===== config.mk =====
export PLATFORM = sky130hd
export DESIGN_NAME = utf8_cyrillic_glyph_recoder_flat
export DESIGN_NICKNAME = d
export VERILOG_FILES = /design/src/rtl/ucgr_pkg.sv /design/src/rtl/ucgr_if.sv /design/src/rtl/ucgr_in_stage.sv /design/src/rtl/ucgr_decoder.sv /design/src/rtl/utf8_cyrillic_glyph_recoder.sv /design/src/flat_wrapper.sv
export VERILOG_INCLUDE_DIRS = /design/src /design/src/rtl
export SDC_FILE = /design/constraint.sdc
export NUM_CORES = 1
export LEC_CHECK = 0
export CELL_PAD_IN_SITES_DETAIL_PLACEMENT = 0
export CELL_PAD_IN_SITES_GLOBAL_PLACEMENT = 1
export CORE_UTILIZATION = 23
export DETAILED_ROUTE_END_ITERATION = 8
export DONT_BUFFER_PORTS = 1
export PLACE_DENSITY = 0.43
export SYNTH_ARGS = -nofsm -noshare
export SYNTH_HDL_FRONTEND = slang
export SYNTH_SLANG_ARGS = --single-unit

===== constraint.sdc =====
create_clock -name i_clk -period 4.6 [get_ports i_clk]
set_clock_uncertainty 0.15 [all_clocks]
set_input_delay 0.69 -clock i_clk [delete_from_list [all_inputs] [get_ports i_clk]]
set_output_delay 0.69 -clock i_clk [all_outputs]
set_load 0.02 [all_outputs]

===== src/rtl/utf8_cyrillic_glyph_recoder_assert.svh =====
// Assertion macros for the UTF-8 glyph recoder.
`ifndef UTF8_CYRILLIC_GLYPH_RECODER_ASSERT_SVH
`define UTF8_CYRILLIC_GLYPH_RECODER_ASSERT_SVH

// Same-cycle implication, disabled while reset is asserted.
`define UCGR_ASSERT_NOW(label, clk, rst_n, ante, cons) \
    label: assert property (@(posedge clk) disable iff (!rst_n) (ante) |-> (cons)) \
        else $error("ucgr assertion failed");

// Next-cycle implication, disabled while reset is asserted.
`define UCGR_ASSERT_NEXT(label, clk, rst_n, ante, cons) \
    label: assert property (@(posedge clk) disable iff (!rst_n) (ante) |=> (cons)) \
        else $error("ucgr assertion failed");

`endif


===== src/rtl/ucgr_pkg.sv =====
// Shared types and constants for the UTF-8 glyph recoder.
`timescale 1ns / 1ps

package ucgr_pkg;

    localparam int BYTE_W = 8;

    typedef logic [BYTE_W-1:0] t_byte;

    // UTF-8 lead bytes that are remembered
    localparam t_byte LEAD_BYTE_D0 = 8'hD0;
    localparam t_byte LEAD_BYTE_D1 = 8'hD1;
    localparam t_byte LEAD_BYTE_D2 = 8'hD2;
    localparam t_byte LEAD_BYTE_C2 = 8'hC2;

    localparam t_byte GLYPH_STAR = 8'd42;
    localparam t_byte ASCII_LO   = 8'd32;
    localparam t_byte ASCII_HI   = 8'd126;
    localparam t_byte GLYPH_MAX  = 8'd208;

    localparam t_byte D0_SHIFT = 8'd17;
    localparam t_byte D1_SHIFT = 8'd47;

    // Pending lead byte, one-hot
    typedef enum logic [4:0] {
        LEAD_NONE = 5'b00001,
        LEAD_D0   = 5'b00010,
        LEAD_D1   = 5'b00100,
        LEAD_D2   = 5'b01000,
        LEAD_C2   = 5'b10000
    } t_lead;

    // Input register contents
    typedef struct packed {
        logic  valid;
        t_byte data;
    } t_s1;

    // Decoder result and status
    typedef struct packed {
        logic  is_lead;
        logic  lead_none;
        t_byte glyph;
    } t_dec;

endpackage


===== src/rtl/ucgr_if.sv =====
// Stream interfaces for raw bytes in and glyph codes out.
`timescale 1ns / 1ps

interface ucgr_byte_if;
    logic                 valid;
    logic                 ready;
    ucgr_pkg::t_byte      in_byte;

    modport source (output valid, output in_byte, input ready);
    modport sink   (input valid, input in_byte, output ready);
endinterface

interface ucgr_glyph_if;
    logic                 valid;
    logic                 ready;
    ucgr_pkg::t_byte      glyph_code;

    modport source (output valid, output glyph_code, input ready);
    modport sink   (input valid, input glyph_code, output ready);
endinterface


===== src/rtl/ucgr_in_stage.sv =====
// Input register stage: captures one byte per accepted transaction.
`timescale 1ns / 1ps

module ucgr_in_stage (
    input  logic               i_clk,
    input  logic               i_rst_n,
    ucgr_byte_if.sink          i_in,
    input  logic               i_advance,
    output ucgr_pkg::t_s1      o_s1
);

    logic            r_valid;
    logic            n_valid;
    ucgr_pkg::t_byte r_data;
    logic            accept;

    assign i_in.ready = !r_valid || i_advance;
    assign accept     = i_in.valid && i_in.ready;

    always_comb begin
        n_valid = r_valid;
        if (accept) begin
            n_valid = 1'b1;
        end else if (i_advance) begin
            n_valid = 1'b0;
        end
    end

    always_ff @(posedge i_clk) begin
        if (!i_rst_n) begin
            r_valid <= 1'b0;
        end else begin
            r_valid <= n_valid;
        end
    end

    always_ff @(posedge i_clk) begin
        if (accept) begin
            r_data <= i_in.in_byte;
        end
    end

    assign o_s1.valid = r_valid;
    assign o_s1.data  = r_data;

endmodule


===== src/rtl/ucgr_decoder.sv =====
// Lead byte tracking and glyph mapping for the registered input byte.
`timescale 1ns / 1ps

module ucgr_decoder (
    input  logic               i_clk,
    input  logic               i_rst_n,
    input  ucgr_pkg::t_s1      i_s1,
    input  logic               i_advance,
    output ucgr_pkg::t_dec     o_dec
);

    ucgr_pkg::t_lead r_lead;
    ucgr_pkg::t_lead n_lead;
    ucgr_pkg::t_byte b;
    ucgr_pkg::t_byte glyph;
    logic            is_lead;

    assign b = i_s1.data;

    always_comb begin
        is_lead = 1'b1;
        n_lead  = r_lead;
        glyph   = ucgr_pkg::GLYPH_STAR;
        case (b)
            ucgr_pkg::LEAD_BYTE_D0: n_lead = ucgr_pkg::LEAD_D0;
            ucgr_pkg::LEAD_BYTE_D1: n_lead = ucgr_pkg::LEAD_D1;
            ucgr_pkg::LEAD_BYTE_D2: n_lead = ucgr_pkg::LEAD_D2;
            ucgr_pkg::LEAD_BYTE_C2: n_lead = ucgr_pkg::LEAD_C2;
            default: begin
                is_lead = 1'b0;
                n_lead  = ucgr_pkg::LEAD_NONE;
                case (r_lead)
                    ucgr_pkg::LEAD_NONE: begin
                        if (b >= ucgr_pkg::ASCII_LO && b <= ucgr_pkg::ASCII_HI) begin
                            glyph = b;
                        end
                    end
                    ucgr_pkg::LEAD_D0: begin
                        if (b >= 8'd144 && b <= 8'd191) begin
                            glyph = b - ucgr_pkg::D0_SHIFT;
                        end else begin
                            case (b)
                                8'd129:  glyph = 8'd191;
                                8'd131:  glyph = 8'd193;
                                8'd132:  glyph = 8'd195;
                                8'd134:  glyph = 8'd197;
                                8'd135:  glyph = 8'd199;
                                8'd142:  glyph = 8'd201;
                                default: glyph = ucgr_pkg::GLYPH_STAR;
                            endcase
                        end
                    end
                    ucgr_pkg::LEAD_D1: begin
                        if (b >= 8'd128 && b <= 8'd143) begin
                            glyph = b + ucgr_pkg::D1_SHIFT;
                        end else begin
                            case (b)
                                8'd145:  glyph = 8'd192;
                                8'd147:  glyph = 8'd194;
                                8'd148:  glyph = 8'd196;
                                8'd150:  glyph = 8'd198;
                                8'd151:  glyph = 8'd200;
                                8'd158:  glyph = 8'd202;
                                default: glyph = ucgr_pkg::GLYPH_STAR;
                            endcase
                        end
                    end
                    ucgr_pkg::LEAD_D2: begin
                        case (b)
                            8'd144:  glyph = 8'd203;
                            8'd145:  glyph = 8'd204;
                            default: glyph = ucgr_pkg::GLYPH_STAR;
                        endcase
                    end
                    ucgr_pkg::LEAD_C2: begin
                        case (b)
                            8'd167:  glyph = 8'd205;
                            8'd176:  glyph = 8'd206;
                            8'd177:  glyph = 8'd207;
                            8'd181:  glyph = 8'd208;
                            default: glyph = ucgr_pkg::GLYPH_STAR;
                        endcase
                    end
                    default: glyph = ucgr_pkg::GLYPH_STAR;
                endcase
            end
        endcase
    end

    always_ff @(posedge i_clk) begin
        if (!i_rst_n) begin
            r_lead <= ucgr_pkg::LEAD_NONE;
        end else if (i_advance) begin
            r_lead <= n_lead;
        end
    end

    assign o_dec.is_lead   = is_lead;
    assign o_dec.lead_none = (r_lead == ucgr_pkg::LEAD_NONE);
    assign o_dec.glyph     = glyph;

endmodule


===== src/rtl/utf8_cyrillic_glyph_recoder.sv =====
// UTF-8 to glyph code recoder: input register, decode, result register.
// A byte accepted into the input register has its glyph code loaded into the result
//   register when the decode stage advances, and is offered from there.
// Throughput: one byte per cycle while the result register is empty or being read,
//   set by the single decode stage between the registers; lead bytes give no result.
// Reset (synchronous, active low) empties both registers and clears the pending lead.
`timescale 1ns / 1ps

`include "utf8_cyrillic_glyph_recoder_assert.svh"

module utf8_cyrillic_glyph_recoder (
    input  logic           i_clk,
    input  logic           i_rst_n,
    ucgr_byte_if.sink      i_in,
    ucgr_glyph_if.source   o_out
);

    ucgr_pkg::t_s1   s1;
    ucgr_pkg::t_dec  dec;
    logic            s1_adv;
    logic            load_out;
    logic            r_out_valid;
    logic            n_out_valid;
    ucgr_pkg::t_byte r_out_glyph;

    // lead bytes drain without needing room in the result register
    assign s1_adv   = s1.valid && (dec.is_lead || !r_out_valid || o_out.ready);
    assign load_out = s1_adv && !dec.is_lead;

    ucgr_in_stage u_in_stage (
        .i_clk     (i_clk),
        .i_rst_n   (i_rst_n),
        .i_in      (i_in),
        .i_advance (s1_adv),
        .o_s1      (s1)
    );

    ucgr_decoder u_decoder (
        .i_clk     (i_clk),
        .i_rst_n   (i_rst_n),
        .i_s1      (s1),
        .i_advance (s1_adv),
        .o_dec     (dec)
    );

    always_comb begin
        n_out_valid = r_out_valid;
        if (load_out) begin
            n_out_valid = 1'b1;
        end else if (o_out.ready) begin
            n_out_valid = 1'b0;
        end
    end

    always_ff @(posedge i_clk) begin
        if (!i_rst_n) begin
            r_out_valid <= 1'b0;
        end else begin
            r_out_valid <= n_out_valid;
        end
    end

    always_ff @(posedge i_clk) begin
        if (load_out) begin
            r_out_glyph <= dec.glyph;
        end
    end

    assign o_out.valid      = r_out_valid;
    assign o_out.glyph_code = r_out_glyph;

    `UCGR_ASSERT_NOW(a_glyph_range, i_clk, i_rst_n, r_out_valid,
        r_out_glyph >= ucgr_pkg::ASCII_LO && r_out_glyph <= ucgr_pkg::GLYPH_MAX)
    `UCGR_ASSERT_NEXT(a_lead_cleared, i_clk, i_rst_n, load_out, dec.lead_none)
    `UCGR_ASSERT_NEXT(a_lead_no_result, i_clk, i_rst_n,
        s1_adv && dec.is_lead && r_out_valid && !o_out.ready, $stable(r_out_glyph))
    `UCGR_ASSERT_NOW(a_out_rise_src, i_clk, i_rst_n, $rose(r_out_valid), $past(load_out))

endmodule

===== src/flat_wrapper.sv =====
// flat-port wrapper written by rule: the top's interface ports become plain ports
module utf8_cyrillic_glyph_recoder_flat 
  (i_clk, i_rst_n, i_in_valid, i_in_in_byte, i_in_ready, o_out_valid, o_out_glyph_code, o_out_ready);
  ucgr_byte_if i_in_i ();
  ucgr_glyph_if o_out_i ();
  input  logic i_clk;
  input  logic i_rst_n;
  input wire logic [$bits(i_in_i.valid)-1:0] i_in_valid;
  input wire logic [$bits(i_in_i.in_byte)-1:0] i_in_in_byte;
  output wire logic [$bits(i_in_i.ready)-1:0] i_in_ready;
  output wire logic [$bits(o_out_i.valid)-1:0] o_out_valid;
  output wire logic [$bits(o_out_i.glyph_code)-1:0] o_out_glyph_code;
  input wire logic [$bits(o_out_i.ready)-1:0] o_out_ready;
  assign i_in_i.valid = i_in_valid;
  assign i_in_i.in_byte = i_in_in_byte;
  assign i_in_ready = i_in_i.ready;
  assign o_out_valid = o_out_i.valid;
  assign o_out_glyph_code = o_out_i.glyph_code;
  assign o_out_i.ready = o_out_ready;
  utf8_cyrillic_glyph_recoder u_core (.i_clk(i_clk), .i_rst_n(i_rst_n), .i_in(i_in_i), .o_out(o_out_i));
endmodule

### Word level (Yosys, flattened, before mapping)

Index checks and enable logic that the tools add are counted.

| operators by class | value |
|---|---|
| $add $sub $neg | 2 |
| $mul | 0 |
| divide/modulo/power cells | 0 |
| magnitude comparators | 6 |
| equal/unequal tests | 26 |
| shifts and indexed selects | 0 |
| multiplexer cells | 14 |
| bitwise gates (word level) | 0 |
| reduce and logical (&&, ||, !) cells | 15 |

Operator list:

| operator | number |
|---|---|
| equality test 8 bit, second input constant | 21 |
| one-hot mux 8 bit (6 select lines) | 2 |
| one-hot mux 8 bit (5 select lines) | 1 |
| one-hot mux 8 bit (4 select lines) | 1 |
| 2-to-1 mux 8 bit | 3 |
| one-hot mux 5 bit (4 select lines) | 1 |
| greater-or-equal comparator 8 bit, second input constant | 2 |
| less-or-equal comparator 8 bit, second input constant | 2 |
| one-hot mux 8 bit (2 select lines) | 1 |
| adder 8 x 6 -> 8 bit, second input constant | 1 |
| greater-or-equal comparator 8 x 6 -> 1 bit, second input constant | 1 |
| less-or-equal comparator 8 x 7 -> 1 bit, second input constant | 1 |
| subtractor 8 x 5 -> 8 bit, second input constant | 1 |
| logical AND 1 bit | 6 |
| equality test 5 x 1 -> 1 bit, second input constant | 1 |
| equality test 5 x 2 -> 1 bit, second input constant | 1 |
| equality test 5 x 3 -> 1 bit, second input constant | 1 |
| equality test 5 x 4 -> 1 bit, second input constant | 1 |
| equality test 5 bit, second input constant | 1 |
| 2-to-1 mux 1 bit | 5 |
| nonzero test 2 bit | 2 |
| OR reduction 4 bit | 1 |
| logical NOT 1 bit | 3 |
| logical OR 1 bit | 3 |

| storage, ports and cells | value |
|---|---|
| flip-flop bits (word level) | 23 |
| latch bits | 0 |
| RAM bits | 0 |
| ROM bits | 0 |
| input bits | 12 |
| output and inout bits | 10 |
| logic and storage cells | 68 |
| memories | 0 |

### Depth between registers and ports, before layout

| depth | value |
|---|---|
| depth after elaboration | 9 |
| depth in mapped cells | 8 |

### Hierarchy

From an unflattened synthesis, not the netlist that was laid out.

| second synthesis, totals | value |
|---|---|
| cells, all modules | 200 |
| area, all modules | 1803.0 um2 |

Modules (own cells, without submodules):

| module | instances | cells each | area an instance (um2) | sequential area each (um2) |
|---|---|---|---|---|
| ucgr_decoder | 1 | 172 | 1203.7 | 100.1 |
| ucgr_in_stage | 1 | 14 | 305.3 | 260.2 |
| utf8_cyrillic_glyph_recoder | 1 | 14 | 294.0 | 260.2 |

### Worst setup path before layout

OpenSTA, ideal clock, no wires.

| timing | value |
|---|---|
| path type | register -> output |
| start | register u_core.u_in_stage.r_data[1] |
| end | output port i_in_ready |
| data arrival time | 1.665 ns |
| slack | 2.095 ns |
| cell stages (with the launch flop) | 8 |
| buffers on the path | 1 |
| cell sequence | edfxtp_1 inv_1 ha_1 buf_2 o21ai_2 a2111o_1 nand2_1 or2_2 |

| on the way | value |
|---|---|
| longest elaborated chain between the ends | 7 |
| elaborated cells between the ends (all ways) | 10 |

Ends and longest elaborated chain:

| element | RTL line | RTL |
|---|---|---|
| start, declared | ucgr_in_stage.sv:14 | `ucgr_pkg::t_byte r_data;` |
| start signal, assigned | ucgr_in_stage.sv:39 | `r_data <= i_in.in_byte;` |
| equality test 8 bit | ucgr_decoder.sv:24 | `case (b)` |
| OR reduction 4 bit (no source line) * | -- |  |
| 2-to-1 mux 1 bit * | ucgr_decoder.sv:24 |  |
| logical OR 1 bit * (2 in a row) | utf8_cyrillic_glyph_recoder.sv:27 | `assign s1_adv = s1.valid && (dec.is_lead \|\| !r_out_valid \|\| o_out.ready);` |
| logical AND 1 bit * | utf8_cyrillic_glyph_recoder.sv:27 |  |
| logical OR 1 bit * | ucgr_in_stage.sv:17 | `assign i_in.ready = !r_valid \|\| i_advance;` |
| end, declared | flat_wrapper.sv:10 | `output wire logic [$bits(i_in_i.ready)-1:0] i_in_ready;` |

Every way passes the cells marked *; elsewhere a longest branch is shown, timed or not.

### Final worst setup path

Ends and elaborated chain as after synthesis.

==> summary.md <==
| Metric | Value |
|---|---|
| H-Tree Depth | `1` |
| Max-slew headroom | `0.2903` |
| Worst reg2reg path endpoint | `u_core.o_out.glyph_code[0]` |
| R2r worst-path depth | `6` |
| NumNets Final | `213` |
| CTS tree | `done` |
| PwrDens | `240.3 nW/µm²` |
| Overall routing resource usage | `0.1366` |
| Final period utilization | `0.6756` |
| Hold_sp | `i_rst_n` |
| CP Data Required Time | `3760 ps` |
| Setup TNS | `0 ps` |
| Synth cell types | `59` |
| Min cycle time layout | `3108 ps` |
| Yosys warns | `0` |
| Sw Pwr | `0.1316 mW` |
| HP Class | `primary input to flop` |
| Largest family of logic cells by synthesized area | `simple AND/OR/NAND/NOR gates` |
| ANT nets after route | `0` |
| Flop pwr share | `0.568` |
| Grt ovf | `0` |
| Crit path kind | `flop to output pin` |
| CP Capture Type | `output pin` |
| Clk sink count | `23` |
| Routed wire length per instance | `17.09 µm` |
| P_int | `0.3194 mW` |
| Main synth FF type | `edfxtp_1` |
| Hold Fails Final Rpt | `0` |
| Syn_nets | `219` |
| Clock-pin slew on the worst setup and hold paths | `90 ps` |
| Gate Count Post-Synth | `201` |
| Antenna cell count | `0` |
| Arrival @ worst endpoint | `2270 ps` |
| Xor and xnor fraction of the mapped netlist area | `0.009908` |
| Cts repair resizes | `0` |
| Total number of vias | `1585` |
| Die Ht | `89.68 µm` |
| Post-Synth Adder-Cell Area | `0.04246` |
| Clk_lat worst skew | `260 ps` |
| Flop2flop setup slack | `1650 ps` |
| Gate power share | `0.149` |
| Core area | `7331 µm²` |
| Vias in the first global route | `1520` |
| Die area | `8042 µm²` |
| Vias/cell | `5.410` |
| P&R area growth vs syn | `6.157%` |
| Compound-Gate Fraction of Synth Area | `0.2611` |
| Lkg Pwr | `0.5670 nW` |
| FP Rows | `31` |
| Mean area per synthesized cell | `8.796 µm²` |
| Ys async rst share | `0` |
| F_max | `321.8 MHz` |
| Initial antenna violation count | `0` |
| VDD IR max | `0.1004 mV` |
| Layout cells sized above 1 | `0.07216` |
| Commonest non-fill, non-tap cell in the layout | `nand2_1` |
| Initial Util | `0.2412` |
| Synth Cell Area | `1768 µm²` |
| Residual DRC | `0` |
| DP Wirelength | `3970 µm` |
| Setup Buffers After CTS | `0` |
| Sw Share | `0.2918` |
| Die Wd | `89.68 µm` |
| First-pass DRT Iterations | `4` |
| Most frequent cells in the layout | `nand2_1 (20), nor2_1 (19), edfxtp_1 (16), nand2b_1 (11), o21ai_0 (11)` |
| Post-synth EDFFs | `16` |
| Final setup violation count | `0` |
| Register area share after synthesis | `0.3510` |
| Max Buffers Root-to-Sink | `2` |
| # port buffers | `0` |
| Worst-Margin Slew | `1055 ps` |
| Largest net degree at the start of global routing | `22` |
| Crit start category | `flop` |
| Clk pwr share | `0.283` |
| Top-level I/O count | `22` |
| CTS Root Cell | `clkbuf_8` |
| Hold path depth | `1` |
| Worst Hold End | `u_core.u_decoder.r_lead[0]` |
| Final core occ | `0.2560` |
| Crit-path max FO | `9` |
| Number of CTS-inserted buffers | `3` |
| Share of synthesized area spent on multiplexers | `0` |
| Post-Synth Simple-Gate Area | `0.2866` |
| Slew Limit Fails | `0` |
| Critical register-to-register path startpoint | `u_core.u_in_stage.r_data[1]` |
| RSZ-0062 raised after global routing | `no` |
| GP Congestion | `0.8747` |
| Wirelength, routed | `5007 µm` |
| First-pass GRT wire length | `8211 µm` |
| Post-CTS Hold Fix Bufs | `0` |
| Violation count after the first detailed-route iteration | `180` |
| #FFs+latches synth | `23` |
| Max cap viols | `0` |
| Status | `finished clean` |
## worst max path at each step
stage,to,cells after the start,from
floorplan,i_in_ready,7,u_core.u_in_stage.r_data[1]
global placement,u_core.o_out.glyph_code[3],6,u_core.u_in_stage.r_data[1]
detailed placement,u_core.o_out.glyph_code[0],6,u_core.u_in_stage.r_data[1]
CTS,i_in_ready,6,u_core.u_in_stage.r_data[1]
global route,i_in_ready,6,u_core.u_in_stage.r_data[1]
finish,i_in_ready,6,u_core.u_in_stage.r_data[1]
## final cells by class
type                       count  area (µm²)
inverter                       6       22.52
clock inverter                 1       7.507
sequential                    23       620.6
fill                         782        5454
tap                           99       123.9
clock buffer                   3       41.29
multi-input combinational    161        1061
## synth_stat cells, types with 3 or more instances
cell	number	area (µm²)
nand3_1	4	20.02
nand2_1	20	75.07
nor2_1	19	71.32
nand2b_1	11	68.82
a21oi_1	6	30.03
clkbuf_1	3	11.26
o21ai_0	11	55.05
o22ai_1	3	18.77
o211ai_1	4	30.03
ha_1	6	75.07
nand4_1	6	37.54
dfxtp_1	7	140.1
o32ai_1	4	35.03
nor3_1	8	40.04
edfxtp_1	16	480.5
buf_2	5	25.02
inv_1	6	22.52
a211o_1	3	26.28
a21boi_1	3	22.52
a21boi_0	4	30.03
## flip-flops by register name, indices dropped and copies added (netlist names)
register                   flops
u_core.o_out.glyph_code        8
u_core.u_in_stage.r_data       8
u_core.u_decoder.r_lead        5
u_core.o_out.valid             1
u_core.u_in_stage.r_valid      1
## layer usage
metal / up-vias / GRT usage / part of all wire
li1: 752 / - / -
met1: 744 / 0.1813 / 0.44
met2: 77 / 0.2197 / 0.45
met3: 12 / 0.03291 / 0.075
met4: 0 / 0.04040 / 0.030
met5: - / 0 / 0
## stage by stage
step	total power [mW]	setup slack, ps	std cells	cell area [µm²]	hold slack, ps
after floorplan	0.3084	2095	201	1768	314.9
after global placement	0.3291	1751	289	1828	349.6
after detailed placement	0.3269	1591	289	1828	350.3
after CTS	0.4585	1484	293	1877	349.7
after global routing	0.4776	1322	293	1877	345.3
final	0.4510	1492	293	1877	356.5
## cell families after synthesis
group | count (synthesis)
compound gates | 61
xor+xnor | 2
fa+ha+maj | 6
buf+inv | 17
flops | 23
simple gates | 92
## power by group through the flow
stage                     Sequential (mW)  Combinational (mW)  Clock [mW]
after global routing                0.259              0.0745       0.144
after global placement              0.261              0.0684           0
final                               0.256              0.0673       0.128
after floorplan                     0.250              0.0589           0
after detailed placement            0.261              0.0663           0
after CTS                           0.256              0.0664       0.136
## critical path: stages (launching register included)
cell and delay [ps]:
edfxtp_1 510, inv_1 170, ha_1 370, o21ai_2 160
a2111o_1 490, nand2_1 110, or2_2 190
No activity file was read; power rests on OpenSTA's default activity.
